[config.mk]
export PLATFORM = sky130hd
export DESIGN_NAME = lru_key_value_cache_unit
export DESIGN_NICKNAME = d
export VERILOG_FILES = /design/src/rtl/lkvc_pkg.sv /design/src/rtl/lkvc_cell.sv /design/src/rtl/lru_key_value_cache_unit.sv
export SDC_FILE = /design/constraint.sdc
export NUM_CORES = 1
export LEC_CHECK = 0
export BUFFER_PORTS_ARGS = -buffer_cell sky130_fd_sc_hd__buf_2
export CORE_MARGIN = 2
export CORE_UTILIZATION = 30
export DETAILED_ROUTE_END_ITERATION = 16
export PLACE_DENSITY = 0.46
export SLEW_MARGIN = 0
export SYNTH_ARGS = -nofsm -noshare
export SYNTH_HDL_FRONTEND = slang
export SYNTH_SLANG_ARGS = --single-unit
[constraint.sdc]
create_clock -name i_clk -period 7.95 [get_ports i_clk]
set_input_delay 1.59 -clock i_clk [delete_from_list [all_inputs] [get_ports i_clk]]
set_output_delay 1.59 -clock i_clk [all_outputs]
set_load 0.02 [all_outputs]
[src/rtl/lkvc_pkg.sv]
// ---------------------------------------------------------------------------
// lkvc_pkg
// Types and constants of the LRU key/value cache.
// ---------------------------------------------------------------------------
`timescale 1ns / 1ps

package lkvc_pkg;

    // request codes
    localparam logic MODE_LOOKUP = 1'b0;
    localparam logic MODE_WRITE  = 1'b1;

    // capacity register
    localparam int unsigned CAP_BITS  = 4;
    localparam logic [CAP_BITS-1:0] CAP_RESET = 4'd8;

    // per-cycle command broadcast to every cell
    typedef struct packed {
        logic hit;   // accepted item hit: promote the matching cell
        logic ins;   // accepted write missed: shift everything, new at head
    } t_cell_ctl;

endpackage

[src/rtl/lkvc_cell.sv]
// ---------------------------------------------------------------------------
// lkvc_cell
// One recency slot of the chain: key, value, valid, and key compare.
// ---------------------------------------------------------------------------
`timescale 1ns / 1ps

module lkvc_cell
    import lkvc_pkg::*;
#(
    parameter int unsigned KEY_BITS   = 32,
    parameter int unsigned VALUE_BITS = 32
) (
    input  logic                  i_clk,
    input  logic                  i_rst_n,
    input  t_cell_ctl             i_ctl,
    input  logic                  i_found,     // match in a younger cell
    input  logic                  i_in_cap,    // slot index below capacity
    input  logic [KEY_BITS-1:0]   i_key,       // searched key
    input  logic [KEY_BITS-1:0]   i_nb_key,    // younger neighbor (or head)
    input  logic [VALUE_BITS-1:0] i_nb_value,
    input  logic                  i_nb_valid,
    output logic [KEY_BITS-1:0]   o_key,
    output logic [VALUE_BITS-1:0] o_value,
    output logic                  o_valid,
    output logic                  o_match,
    output logic                  o_found
);

    logic [KEY_BITS-1:0]   r_key;
    logic [VALUE_BITS-1:0] r_value;
    logic                  r_valid;
    logic                  n_valid;
    logic                  load;

    assign o_match = r_valid && (r_key == i_key);
    assign o_found = i_found | o_match;

    // promote on hit: cells up to the hit slot take their neighbor
    assign load    = i_ctl.ins | (i_ctl.hit & ~i_found);
    // on insert, slots past capacity fall off
    assign n_valid = i_nb_valid & (i_in_cap | i_ctl.hit);

    always_ff @(posedge i_clk) begin
        if (!i_rst_n) begin
            r_valid <= 1'b0;
        end else if (load) begin
            r_valid <= n_valid;
        end
    end

    always_ff @(posedge i_clk) begin
        if (load) begin
            r_key   <= i_nb_key;
            r_value <= i_nb_value;
        end
    end

    assign o_key   = r_key;
    assign o_value = r_value;
    assign o_valid = r_valid;

endmodule

[src/rtl/lru_key_value_cache_unit.sv]
// ---------------------------------------------------------------------------
// lru_key_value_cache_unit
// Fully associative key/value cache with least-recently-used replacement.
// ---------------------------------------------------------------------------
`timescale 1ns / 1ps
//
//  channel  | direction | handshake              | payload
//  ---------+-----------+------------------------+---------------------------
//  in       | into unit | i_in_valid / o_in_stall | i_mode, i_key, i_value
//  out      | from unit | o_out_valid / i_out_stall | o_hit, o_read_data
//  cfg      | into unit | i_cfg_we               | i_cfg_wdata (capacity)
//
//  One item per clock while o_in_stall is low: the item is searched and
//  the chain updated at the accepting edge, its result lands in the output
//  register. The throughput is set by the combinational compare across
//  the cell chain plus the promote/shift of the chain.
//  A stalled result holds the input side only while the output register is
//  full and stalled; o_in_stall is also high during reset.
//  Reset (i_rst_n low, synchronous) empties the chain and sets capacity to 8.
//
//  Organization: cell 0 holds the most recent entry, cell N-1 the oldest.
//  The valid cells are always a contiguous run starting at cell 0, so an
//  entry's rank is its cell index.
//    hit    : the matching cell moves to the head, younger cells shift down
//             by one, older cells hold. A write also updates the value.
//    insert : (write miss) every cell shifts down, the new entry enters at
//             the head, and cells at or beyond capacity drop out. With the
//             capacity lowered below the fill level this drops all the
//             overflow at once.
//    lookup miss: no change, result hit 0 / data 0.
//  Capacity 0 acts as 1; capacity above the cell count acts as full depth.
// ---------------------------------------------------------------------------

module lru_key_value_cache_unit
    import lkvc_pkg::*;
#(
    parameter int unsigned ENTRIES    = 8,
    parameter int unsigned KEY_BITS   = 32,
    parameter int unsigned VALUE_BITS = 32
) (
    input  logic                  i_clk,
    input  logic                  i_rst_n,
    // configuration
    input  logic                  i_cfg_we,
    input  logic [CAP_BITS-1:0]   i_cfg_wdata,
    // request channel
    input  logic                  i_in_valid,
    output logic                  o_in_stall,
    input  logic                  i_mode,
    input  logic [KEY_BITS-1:0]   i_key,
    input  logic [VALUE_BITS-1:0] i_value,
    // result channel
    output logic                  o_out_valid,
    input  logic                  i_out_stall,
    output logic                  o_hit,
    output logic [VALUE_BITS-1:0] o_read_data
);

    localparam int unsigned CAP_SPAN = 1 << CAP_BITS;

    // capacity register
    logic [CAP_BITS-1:0]   r_capacity;

    // output register
    logic                  r_out_valid;
    logic                  r_hit;
    logic [VALUE_BITS-1:0] r_read_data;

    // chain wiring
    logic [KEY_BITS-1:0]   cell_key   [ENTRIES];
    logic [VALUE_BITS-1:0] cell_value [ENTRIES];
    logic                  cell_valid [ENTRIES];
    logic [ENTRIES-1:0]    cell_match;
    logic [ENTRIES-1:0]    cell_found;
    logic [ENTRIES-1:0]    cell_in_cap;

    logic                  accept;
    logic                  found_any;
    logic [VALUE_BITS-1:0] hit_value;
    logic [VALUE_BITS-1:0] head_value;
    t_cell_ctl             ctl;

    // ---------------- handshake ----------------
    assign o_in_stall = ~i_rst_n | (r_out_valid & i_out_stall);
    assign accept     = i_in_valid & ~o_in_stall;

    // ---------------- configuration ----------------
    always_ff @(posedge i_clk) begin
        if (!i_rst_n) begin
            r_capacity <= CAP_RESET;
        end else if (i_cfg_we) begin
            r_capacity <= i_cfg_wdata;
        end
    end

    // ---------------- search result ----------------
    assign found_any = cell_found[ENTRIES-1];

    // the match vector is one-hot or empty: plain OR select
    always_comb begin
        hit_value = '0;
        for (int i = 0; i < ENTRIES; i++) begin
            hit_value = hit_value | ({VALUE_BITS{cell_match[i]}} & cell_value[i]);
        end
    end

    assign ctl.hit = accept & found_any;
    assign ctl.ins = accept & ~found_any & (i_mode == MODE_WRITE);

    // entry entering the head: new data on a write, the old value on a lookup
    assign head_value = (i_mode == MODE_WRITE) ? i_value : hit_value;

    // ---------------- cell chain ----------------
    for (genvar g = 0; g < ENTRIES; g++) begin : g_cell
        // slot index below capacity; slot 0 always in (capacity 0 acts as 1)
        if (g == 0) begin : g_cap_head
            assign cell_in_cap[g] = 1'b1;
        end else if (g >= CAP_SPAN) begin : g_cap_out
            assign cell_in_cap[g] = 1'b0;
        end else begin : g_cap_cmp
            assign cell_in_cap[g] = (r_capacity > CAP_BITS'(g));
        end

        if (g == 0) begin : g_head
            lkvc_cell #(
                .KEY_BITS   (KEY_BITS),
                .VALUE_BITS (VALUE_BITS)
            ) u_cell (
                .i_clk      (i_clk),
                .i_rst_n    (i_rst_n),
                .i_ctl      (ctl),
                .i_found    (1'b0),
                .i_in_cap   (cell_in_cap[g]),
                .i_key      (i_key),
                .i_nb_key   (i_key),
                .i_nb_value (head_value),
                .i_nb_valid (1'b1),
                .o_key      (cell_key[g]),
                .o_value    (cell_value[g]),
                .o_valid    (cell_valid[g]),
                .o_match    (cell_match[g]),
                .o_found    (cell_found[g])
            );
        end else begin : g_body
            lkvc_cell #(
                .KEY_BITS   (KEY_BITS),
                .VALUE_BITS (VALUE_BITS)
            ) u_cell (
                .i_clk      (i_clk),
                .i_rst_n    (i_rst_n),
                .i_ctl      (ctl),
                .i_found    (cell_found[g-1]),
                .i_in_cap   (cell_in_cap[g]),
                .i_key      (i_key),
                .i_nb_key   (cell_key[g-1]),
                .i_nb_value (cell_value[g-1]),
                .i_nb_valid (cell_valid[g-1]),
                .o_key      (cell_key[g]),
                .o_value    (cell_value[g]),
                .o_valid    (cell_valid[g]),
                .o_match    (cell_match[g]),
                .o_found    (cell_found[g])
            );
        end
    end

    // ---------------- output register ----------------
    always_ff @(posedge i_clk) begin
        if (!i_rst_n) begin
            r_out_valid <= 1'b0;
        end else if (accept) begin
            r_out_valid <= 1'b1;
        end else if (!i_out_stall) begin
            r_out_valid <= 1'b0;
        end
    end

    always_ff @(posedge i_clk) begin
        if (accept) begin
            r_hit       <= found_any;
            r_read_data <= (found_any && (i_mode == MODE_LOOKUP)) ? hit_value : '0;
        end
    end

    assign o_out_valid = r_out_valid;
    assign o_hit       = r_hit;
    assign o_read_data = r_read_data;

endmodule

==> results of run 1 <==
==> registers in the layout (all words and copies together), names as in the netlist <==
signal,count
g_cell.g_head.u_cell.o_value,32
g_cell.g_body.u_cell.o_valid,7
r_capacity,4
g_cell.g_head.u_cell.o_valid,1
g_cell.g_body.u_cell.o_key,224
g_cell.g_head.u_cell.o_key,32
g_cell.g_body.u_cell.o_value,224
o_hit,1
o_read_data,32
o_out_valid,1
==> final cells by class <==
class	instances	share of cell area [%]
flip-flops and latches	558	64.8
multi-input cells	683	19.9
clock buffers	75	6.27
well taps	959	4.68
repair buffers	136	2.93
clock inverters	36	1.34
inverters	7	0.102
==> critical path: cells and delay by family <==
kind	cells	cell delay, ps
xor gates and xnor gates	1	190
and+or+nand+nor	6	2500
buffers and inverters	3	1080
==> synth_stat cells, drive strengths merged, types with 22 or more instances <==
| cell | number |
|---|---|
| a21oi | 31 |
| a221oi | 22 |
| a22o | 22 |
| a22oi | 84 |
| and3 | 22 |
| buf | 50 |
| clkbuf | 22 |
| edfxtp | 545 |
| nand4 | 22 |
| nor2 | 72 |
| nor4 | 47 |
| xnor2 | 71 |
| xor2 | 179 |
==> stage by stage <==
step | setup WS (ps) | cell area (sq um) | cells | utilization [%] | power (mW)
finish | 2840 | 25700 | 2454 | 35.2 | 6.43
global placement | 2170 | 23700 | 2343 | 32.5 | 3.69
detailed placement | 2250 | 23700 | 2343 | 32.5 | 3.69
floorplan | 833 | 22100 | 1320 | - | 3.55
CTS | 2910 | 25700 | 2454 | 35.2 | 6.50
global route | 2720 | 25700 | 2454 | 35.2 | 6.63
==> metal layers <==
layer  share of wire [%]  vias up
met2                  46      332
li1                    -     5339
met5                   0        -
met1                  47     6292
met3                 5.2       63
met4                 1.4        0
==> how the worst max path moves through the flow <==
stage,startpoint,end,depth (start not counted)
floorplan,i_key[9],g_cell[4].g_body.u_cell.o_key[0],8
global placement,i_key[3],g_cell[0].g_head.u_cell.o_key[18],10
detailed placement,i_key[17],g_cell[0].g_head.u_cell.o_key[18],9
CTS,i_key[17],g_cell[0].g_head.u_cell.o_value[7],9
global route,i_key[1],g_cell[0].g_head.u_cell.o_key[18],9
finish,i_key[3],g_cell[0].g_head.u_cell.o_key[18],10
==> power by group through the flow <==
stage | logic (mW) | clock network [mW] | registers, mW
floorplan | 0.158 | 0 | 3.40
global placement | 0.292 | 0 | 3.40
detailed placement | 0.290 | 0 | 3.40
CTS | 0.291 | 2.87 | 3.34
global route | 0.305 | 2.98 | 3.35
finish | 0.285 | 2.81 | 3.34
==> kinds of logic after synthesis <==
logic type      after synthesis
flops                       558
xor+xnor                    250
simple gates                239
compound gates              183
buf+inv                      79
mux                          11
==> results.py, run 1 <==
metrics = {
    "run_status": {
        "status": "complete, no violations",
    },
    "final_layout": {
        "antenna_cells": 0,
        "multi_input_area_sq_mm": 0.00510,
        "final_common_cell": "edfxtp_1",
        "nFillCells": 6927,
        "final_cell_mix": "edfxtp_1 (545), xor2_1 (179), buf_2 (108), a22oi_1 (84)",
        "seqCellArea_sq_mm": 0.0166,
        "nets": 1519,
        "syn_to_final_growth_pct": 16.1,
        "drive_above_1_share_pct": 16.7,
    },
    "setup_path": {
        "cp-end-kind": "flip-flop",
        "crit_fanout": 56,
        "arrival_ps": 5480,
        "reg2reg_slack_ps": 3610,
        "reg2regPathDepth": 9,
        "cpPeakStageDelay_ps": 1040,
        "path_cells": "buf_2, xor2_1, nor4_1, nand3_1, nor3_4, buf_4, nor4_1, and4_4, or2_4, buf_4",
        "start_kind": "input port",
        "critPathSlowestCell": "nor4_1",
        "r2r_end": "g_cell[0].g_head.u_cell.o_key[18]",
        "path_class": "in2reg",
        "worstReg2RegStart": "g_cell[1].g_body.u_cell.o_key[3]",
        "cp.required_ps": 8320,
    },
    "detailed_routing": {
        "dr.pass1.iters": 5,
        "drt-initial-drc-count": 1103,
        "ant_nets": 0,
        "drc": 0,
        "routed_wl_microns": 62300,
        "avgViaCountPerCell": 4.90,
        "routed-via-count": 12000,
        "wl_per_cell_microns": 25.4,
    },
    "yosys": {
        "synth_nets": 1394,
        "synthTopCellsByArea": "edfxtp_1 (74%), xor2_1 (7.1%), a22oi_1 (2.9%)",
        "synth.distinct_cells": 55,
        "synth_compound_area_share_pct": 6.28,
        "syn-instance-count": 1320,
        "synth_fa_ha_area_share_pct": 0,
        "async_reset_ff_share_pct": 0,
        "yosysTopAreaCell": "edfxtp_1",
        "syn_area_per_cell_sq_um": 16.7,
        "yosys.area_share.simple_pct": 6.04,
        "synth_xor_area_share_pct": 9.91,
        "ys.flop_type": "edfxtp_1",
        "seq_area_frac_synth_pct": 75.2,
        "yosys_register_bits": 558,
        "synth_edf_count": 545,
        "ys_warn_count": 0,
        "synth_top_area_share_pct": 74.1,
        "synth_top_family_by_area": "XOR/XNOR gates",
        "synth_area_sq_mm": 0.0221,
        "synthMuxAreaShare_pct": 0.510,
    },
    "global_routing": {
        "use_met1_pct": 23.9,
        "grt_overflow_total": 0,
        "antenna_found_initial": 0,
        "grt_pass1_vias": 12100,
        "met2_usage_pct": 25.6,
        "grt_max_degree": 57,
        "grt.busiest_layer": "met2",
        "grtUsageTotal_pct": 16.3,
        "grt_pass1_wl_microns": 89000,
        "grt_util_met3_pct": 2.54,
    },
    "sta": {
        "holdWs_ps": 447,
        "timing.final.crit_period_ps": 5110,
        "post-route-period-util_pct": 64.3,
        "slew_headroom_pct": 17.5,
        "clock.fmax_mhz": 196,
        "finalSetupViolations": 0,
        "skew_ps": 29.6,
        "rsz0062_at_grt": "false",
        "hold_viol_final": 0,
        "finalSetupTns_ps": 0,
        "drv_slew": 0,
        "worstMarginPinSlew_ps": 1230,
    },
    "pwr": {
        "cellInternalPower_mw": 5.00,
        "p_sw_share_pct": 22.2,
        "seqPwrFrac_pct": 51.9,
        "p_clk_share_pct": 43.6,
        "switchingPower_mw": 1.43,
        "power_frac_comb_pct": 4.4,
        "leakage_nw": 8.33,
        "power_density_mw_per_mm2": 251,
        "vdd_drop_max_v": 0.000152,
    },
    "hold_path": {
        "min-delay-start": "g_cell[5].g_body.u_cell.o_value[4]",
        "hold_end": "g_cell[6].g_body.u_cell.o_value[4]",
        "hold_depth": 0,
        "worstHoldPathType": "reg2reg",
    },
    "floorplan": {
        "pin_count": 109,
        "initial_core_util_pct": 30.3,
        "rows": 99,
        "dieArea_sq_mm": 0.0758,
        "die_y_microns": 275,
        "die_w_microns": 275,
        "core_area_sq_mm": 0.0730,
    },
    "job": {
        "drv_cap": 0,
    },
    "clock_network": {
        "postCtsSetupBuffers": 0,
        "h-tree-depth": 2,
        "numCtsBuffers": 59,
        "clk_pin_slew_ps": 70,
        "cts-root-buf": "clkbuf_16",
        "clock_sinks": 558,
        "post_cts_resized": 0,
        "cts_hold_buf": 0,
        "clkLatencyLatePin_ps": 630,
        "tritoncts": "done",
        "clock_path_buffers": 3,
    },
    "placement": {
        "place.gp.congestion": 0.814,
        "io_buffer_count": 108,
        "hpwl_microns": 40800,
    },
}
Note: power is estimated with default switching activity, not from simulation.
==> run 2, diff against run 1 <==
--- a/config.mk
+++ b/config.mk
@@ -5,11 +5,12 @@
 export SDC_FILE = /design/constraint.sdc
 export NUM_CORES = 1
 export LEC_CHECK = 0
+export ABC_AREA = 1
 export BUFFER_PORTS_ARGS = -buffer_cell sky130_fd_sc_hd__buf_2
 export CORE_MARGIN = 2
 export CORE_UTILIZATION = 30
 export DETAILED_ROUTE_END_ITERATION = 16
-export PLACE_DENSITY = 0.46
+export PLACE_DENSITY = 0.45
 export SLEW_MARGIN = 0
 export SYNTH_ARGS = -nofsm -noshare
 export SYNTH_HDL_FRONTEND = slang
==> constraint.sdc (replaced) <==
create_clock -name i_clk -period 5.3 [get_ports i_clk]
set_input_delay 1.06 -clock i_clk [delete_from_list [all_inputs] [get_ports i_clk]]
set_output_delay 1.06 -clock i_clk [all_outputs]
set_load 0.02 [all_outputs]
==> results.py, run 2 <==
metrics = {
    "detailed_routing": {
        "drt-initial-drc-count": 1652,
        "ant_nets": 0,
        "routed-via-count": 17800,
        "wl_per_cell_microns": 23.5,
        "avgViaCountPerCell": 4.85,
        "dr.pass1.iters": 6,
        "routed_wl_microns": 86300,
        "drc": 0,
    },
    "setup_path": {
        "start_kind": "input port",
        "crit_family": "simple AND/OR/NAND/NOR gates",
        "path_depth": 14,
        "cpMostUsedCell": "nor2_4",
        "reg2regPathDepth": 12,
        "arrival_ps": 4310,
        "path_cells": "buf_2, inv_2, o21ai_0, nor2_1, nand2_1, nor2_1, nand3_1, nor2_4, nor2_4, nand4_4, nor2_4, nand4_2, nand2_4, buf_12",
        "cp-end-kind": "flip-flop",
        "path_class": "in2reg",
        "cp.required_ps": 5580,
        "crit_fanout": 33,
        "path_buf_inv": 3,
        "cpPeakStageDelay_ps": 570,
        "critPathSlowestCell": "nand2_4",
    },
    "sta": {
        "holdWs_ps": 444,
        "post-route-period-util_pct": 76.0,
        "clock.fmax_mhz": 248,
        "finalSetupTns_ps": 0,
        "hold_viol_final": 0,
        "timing.final.crit_period_ps": 4030,
        "slew_headroom_pct": 35.0,
        "finalSetupViolations": 0,
        "skew_ps": 25.3,
        "drv_slew": 0,
        "rsz0062_at_grt": "false",
        "worstMarginPinSlew_ps": 966,
    },
    "clock_network": {
        "postCtsSetupBuffers": 0,
        "numCtsBuffers": 67,
        "post_cts_resized": 0,
        "tritoncts": "done",
        "clock_path_buffers": 3,
        "clock_sinks": 558,
        "cts_hold_buf": 0,
        "cts-root-buf": "clkbuf_16",
        "clkLatencyLatePin_ps": 610,
        "h-tree-depth": 3,
        "clk_pin_slew_ps": 60,
    },
    "yosys": {
        "synth_edf_count": 545,
        "synth_fa_ha_area_share_pct": 0,
        "yosys_register_bits": 558,
        "seq_area_frac_synth_pct": 65.9,
        "synth_area_sq_mm": 0.0252,
        "yosysTopAreaCell": "edfxtp_1",
        "synth_xor_area_share_pct": 2.60,
        "yosys.area_share.simple_pct": 20.0,
        "synth.distinct_cells": 45,
        "synthTopCellsByArea": "edfxtp_1 (65%), nand2_1 (11%), inv_1 (4.2%)",
        "syn-instance-count": 2395,
        "ys.flop_type": "edfxtp_1",
        "synth_top_area_share_pct": 64.8,
        "yosysMostFrequentCell": "nand2_1",
        "syn_area_per_cell_sq_um": 10.5,
        "synthMuxAreaShare_pct": 0,
        "yosys-top-cells-count": "nand2_1 (736), edfxtp_1 (545), inv_1 (285)",
        "async_reset_ff_share_pct": 0,
        "ys_warn_count": 0,
        "synth_top_family_by_area": "simple AND/OR/NAND/NOR gates",
        "synth_nets": 2469,
        "synth_compound_area_share_pct": 5.49,
    },
    "final_layout": {
        "final_common_cell": "nand2_1",
        "drive_above_1_share_pct": 11.6,
        "nFillCells": 8271,
        "final_cell_mix": "nand2_1 (734), edfxtp_1 (545), inv_1 (283), nor2_1 (232), buf_2 (108)",
        "nets": 2614,
        "syn_to_final_growth_pct": 16.4,
    },
    "placement": {
        "place.gp.congestion": 0.950,
        "io_buffer_count": 108,
        "hpwl_microns": 63500,
    },
    "hold_path": {
        "worstHoldPathType": "reg2reg",
        "hold_depth": 0,
    },
    "pwr": {
        "leakage_nw": 12.0,
        "cellInternalPower_mw": 7.84,
        "vdd_drop_max_v": 0.000181,
        "p_sw_share_pct": 24.0,
        "power_frac_comb_pct": 6.1,
        "power_density_mw_per_mm2": 351,
        "seqPwrFrac_pct": 48.5,
        "switchingPower_mw": 2.48,
        "p_clk_share_pct": 45.4,
    },
    "global_routing": {
        "grt_pass1_wl_microns": 124000,
        "grt_pass1_vias": 17900,
        "grt_overflow_total": 0,
        "antenna_found_initial": 1,
        "grtUsageTotal_pct": 20.0,
        "grt_max_degree": 66,
    },
    "floorplan": {
        "initial_core_util_pct": 30.3,
        "dieArea_sq_mm": 0.0865,
        "rows": 106,
        "core_area_sq_mm": 0.0834,
        "pin_count": 109,
        "die_w_microns": 294,
        "die_y_microns": 294,
    },
    "run_status": {
        "status": "complete, no violations",
    },
    "job": {
        "drv_cap": 0,
    },
}
## run 2: worst reg2reg max path: stages, from the launching register on
cell,delay [ps]
edfxtp_1,450
o21ai_0,310
nor2_1,130
nand2_1,80
nor2_1,40
nand3_1,120
nor2_4,60
nor2_4,250
nand4_4,160
nor2_4,170
nand4_2,460
nand2_4,580
buf_12,290
## run 2: cells by family after synthesis
group	after synthesis
AO/OA/AOI/OAI	198
AND/OR/NAND/NOR	1193
flip-flops	558
XOR/XNOR	75
buffers and inverters	371
## run 2: per-stage QoR
step	cell area (sq um)	setup slack [ps]	util, %	std cells	total power [mW]
finish	29400	1270	35.2	3675	10.3
global placement	27200	695	32.6	3551	5.74
CTS	29400	1300	35.2	3674	10.4
floorplan	25200	691	-	2395	5.43
detailed placement	27200	676	32.6	3551	5.73
global route	29400	1120	35.2	3675	10.7
## run 2: power by group through the flow
stage          Clock, mW  Sequential [mW]  Combinational [mW]
6_report            4.69             5.01               0.626
5_1_grt             4.96             5.02               0.685
4_1_cts             4.80             5.01               0.630
3_5_place_dp           0             5.10               0.628
3_3_place_gp           0             5.10               0.633
2_1_floorplan          0             5.09               0.344
## run 2: path summary, 6_finish.rpt
check | start | to | slack (ps)
max | i_key[29] | g_cell[2].g_body.u_cell.o_key[20] | 1270
min | g_cell[4].g_body.u_cell.o_value[10] | g_cell[5].g_body.u_cell.o_value[10] | 440
max reg2reg | g_cell[0].g_head.u_cell.o_key[29] | g_cell[2].g_body.u_cell.o_key[20] | 1870
min reg2reg | g_cell[4].g_body.u_cell.o_value[10] | g_cell[5].g_body.u_cell.o_value[10] | 440
## run 2: area by class of cell
cell class                      instances  area [sq um]  area share, %
Antenna cell                            1          2.50        0.00852
Multi-Input combinational cell       1466          7130           24.3
Inverter                              307          1150           3.93
Timing Repair Buffer                  140           906           3.08
Tap cell                             1080          1350           4.60
Sequential cell                       558         16600           56.6
Clock inverter                         39           449           1.53
Clock buffer                           84          1760           6.00
## run 2: layer usage
metal | global-route usage [%] | vias to the layer above | routed length, microns
met2 | 30.8 | 605 | 38200
met3 | 2.58 | 170 | 4390
met5 | 0 | - | 0
li1 | - | 8384 | -
met4 | 9.18 | 0 | 3820
met1 | 28.1 | 8677 | 39900
==> run 3, diff against run 2 <==
==> constraint.sdc (replaced) <==
create_clock -name i_clk -period 3.93 [get_ports i_clk]
set_input_delay 0.786 -clock i_clk [delete_from_list [all_inputs] [get_ports i_clk]]
set_output_delay 0.786 -clock i_clk [all_outputs]
set_load 0.02 [all_outputs]
==> results.py, run 3 (synthesized netlist as in run 2, its figures left out) <==
metrics = {
    "final_layout": {
        "nets": 2689,
        "syn_to_final_growth_pct": 19.2,
        "seqCellArea_sq_mm": 0.0166,
        "multi_input_area_sq_mm": 0.00713,
        "final_cell_mix": "nand2_1 (734), edfxtp_1 (545), inv_1 (283), nor2_1 (232), buf_2 (108)",
        "final_area_sq_mm": 0.0301,
        "final_common_cell": "nand2_1",
        "drive_above_1_share_pct": 13.9,
        "nFillCells": 8297,
    },
    "clock_network": {
        "h-tree-depth": 3,
        "clkLatencyLatePin_ps": 610,
        "cts_hold_buf": 0,
        "postCtsSetupBuffers": 0,
        "numCtsBuffers": 68,
        "clock_sinks": 558,
        "cts-root-buf": "clkbuf_16",
        "post_cts_resized": 0,
        "clk_pin_slew_ps": 60,
        "tritoncts": "done",
        "clock_path_buffers": 3,
    },
    "sta": {
        "finalSetupViolations": 0,
        "timing.final.crit_period_ps": 3290,
        "rsz0062_at_grt": "false",
        "slew_headroom_pct": 46.0,
        "skew_ps": 28.1,
        "hold_viol_final": 0,
        "finalSetupTns_ps": 0,
        "worstMarginPinSlew_ps": 799,
        "clock.fmax_mhz": 304,
        "holdWs_ps": 417,
        "drv_slew": 0,
        "post-route-period-util_pct": 83.6,
    },
    "global_routing": {
        "grt_overflow_total": 0,
        "grtUsageTotal_pct": 20.0,
        "grt_pass1_vias": 18200,
        "antenna_found_initial": 1,
        "grt_max_degree": 35,
        "grt_pass1_wl_microns": 124000,
    },
    "placement": {
        "placed_area_sq_mm": 0.0279,
        "io_buffer_count": 108,
        "place.gp.congestion": 0.973,
        "hpwl_microns": 66400,
    },
    "setup_path": {
        "crit_fanout": 32,
        "path_class": "in2reg",
        "cp.required_ps": 4270,
        "cpPeakStageDelay_ps": 710,
        "start_kind": "input port",
        "critPathSlowestCell": "o311ai_0",
        "arrival_ps": 3630,
        "cp-end-kind": "flip-flop",
        "crit_family": "buffers and inverters",
        "worstReg2RegStart": "g_cell[2].g_body.u_cell.o_key[30]",
        "path_cells": "buf_2, inv_1, o21ai_0, nor2_1, nand2_1, nor2_1, nand3_1, nor2_4, o311ai_0, clkinvlp_4, buf_12",
        "path_buf_inv": 4,
        "cpMostUsedCell": "nor2_1",
        "critPathLaunch": "i_key[16]",
    },
    "floorplan": {
        "die_w_microns": 294,
        "dieArea_sq_mm": 0.0865,
        "pin_count": 109,
        "core_area_sq_mm": 0.0834,
        "initial_core_util_pct": 30.3,
        "rows": 106,
        "die_y_microns": 294,
    },
    "detailed_routing": {
        "routed_wl_microns": 86700,
        "ant_nets": 0,
        "drc": 0,
        "drt-initial-drc-count": 1471,
        "dr.pass1.iters": 5,
        "wl_per_cell_microns": 23.1,
        "avgViaCountPerCell": 4.84,
        "routed-via-count": 18100,
    },
    "pwr": {
        "power_density_mw_per_mm2": 460,
        "vdd_drop_max_v": 0.000275,
        "leakage_nw": 12.4,
        "p_total_mw": 13.8,
    },
    "run_status": {
        "status": "complete, no violations",
    },
    "job": {
        "drv_cap": 0,
    },
    "hold_path": {
        "min-delay-start": "i_cfg_we",
        "worstHoldPathType": "in2reg",
    },
}
-- run 3: changes by cell type in the layout (fill, tap and decap cells not counted), moves of 2 or more --
cell / delta
buf_12: +14
buf_4: +60
bufinv_16: -2
clkbuf_1: -7
clkbuf_16: +2
clkinv_1: +7
clkinv_2: -4
inv_16: -2
-- run 3: final cells by class --
| type | count | area share (%) |
|---|---|---|
| Timing Repair Buffer | 214 | 5.44 |
| Tap cell | 1080 | 4.49 |
| Clock buffer | 79 | 5.94 |
| Antenna cell | 1 | 0.00832 |
| Clock inverter | 39 | 1.29 |
| Multi-Input combinational cell | 1466 | 23.7 |
| Inverter | 307 | 3.86 |
| Sequential cell | 558 | 55.3 |
-- run 3: stage by stage --
step / setup slack (ps) / utilization, % / cells
2_1_floorplan: 33.4 / - / 2395
3_3_place_gp: 118 / 33.4 / 3625
3_5_place_dp: 123 / 33.4 / 3625
4_1_cts: 680 / 36.1 / 3743
5_1_grt: 514 / 36.1 / 3743
6_report: 643 / 36.1 / 3744
-- run 3: worst paths after layout --
kind                                                             to  slack (ps)  cells after the start
worst max-delay path              g_cell[6].g_body.u_cell.o_key[14]         640                     11
worst max register to register    g_cell[6].g_body.u_cell.o_key[14]         810                     11
worst min register to register  g_cell[4].g_body.u_cell.o_value[20]         440                      0
worst min-delay path                                  r_capacity[3]         420                      2
-- run 3: metal layers --
| metal | track usage [%] | vias up | wire, microns | part of all wire [%] |
|---|---|---|---|---|
| met5 | 0 | - | 0 | 0 |
| met1 | 28.4 | 8884 | 40700 | 47 |
| met4 | 8.47 | 0 | 3420 | 3.9 |
| met2 | 30.7 | 600 | 38200 | 44 |
| met3 | 2.61 | 149 | 4330 | 5.0 |
| li1 | - | 8504 | - | - |
-- run 3: report_power, final --
part           switching, mW  internal [mW]  total [mW]
logic                  0.645          0.268       0.912
registers             0.0932           6.66        6.76
clock network           2.56           3.60        6.16
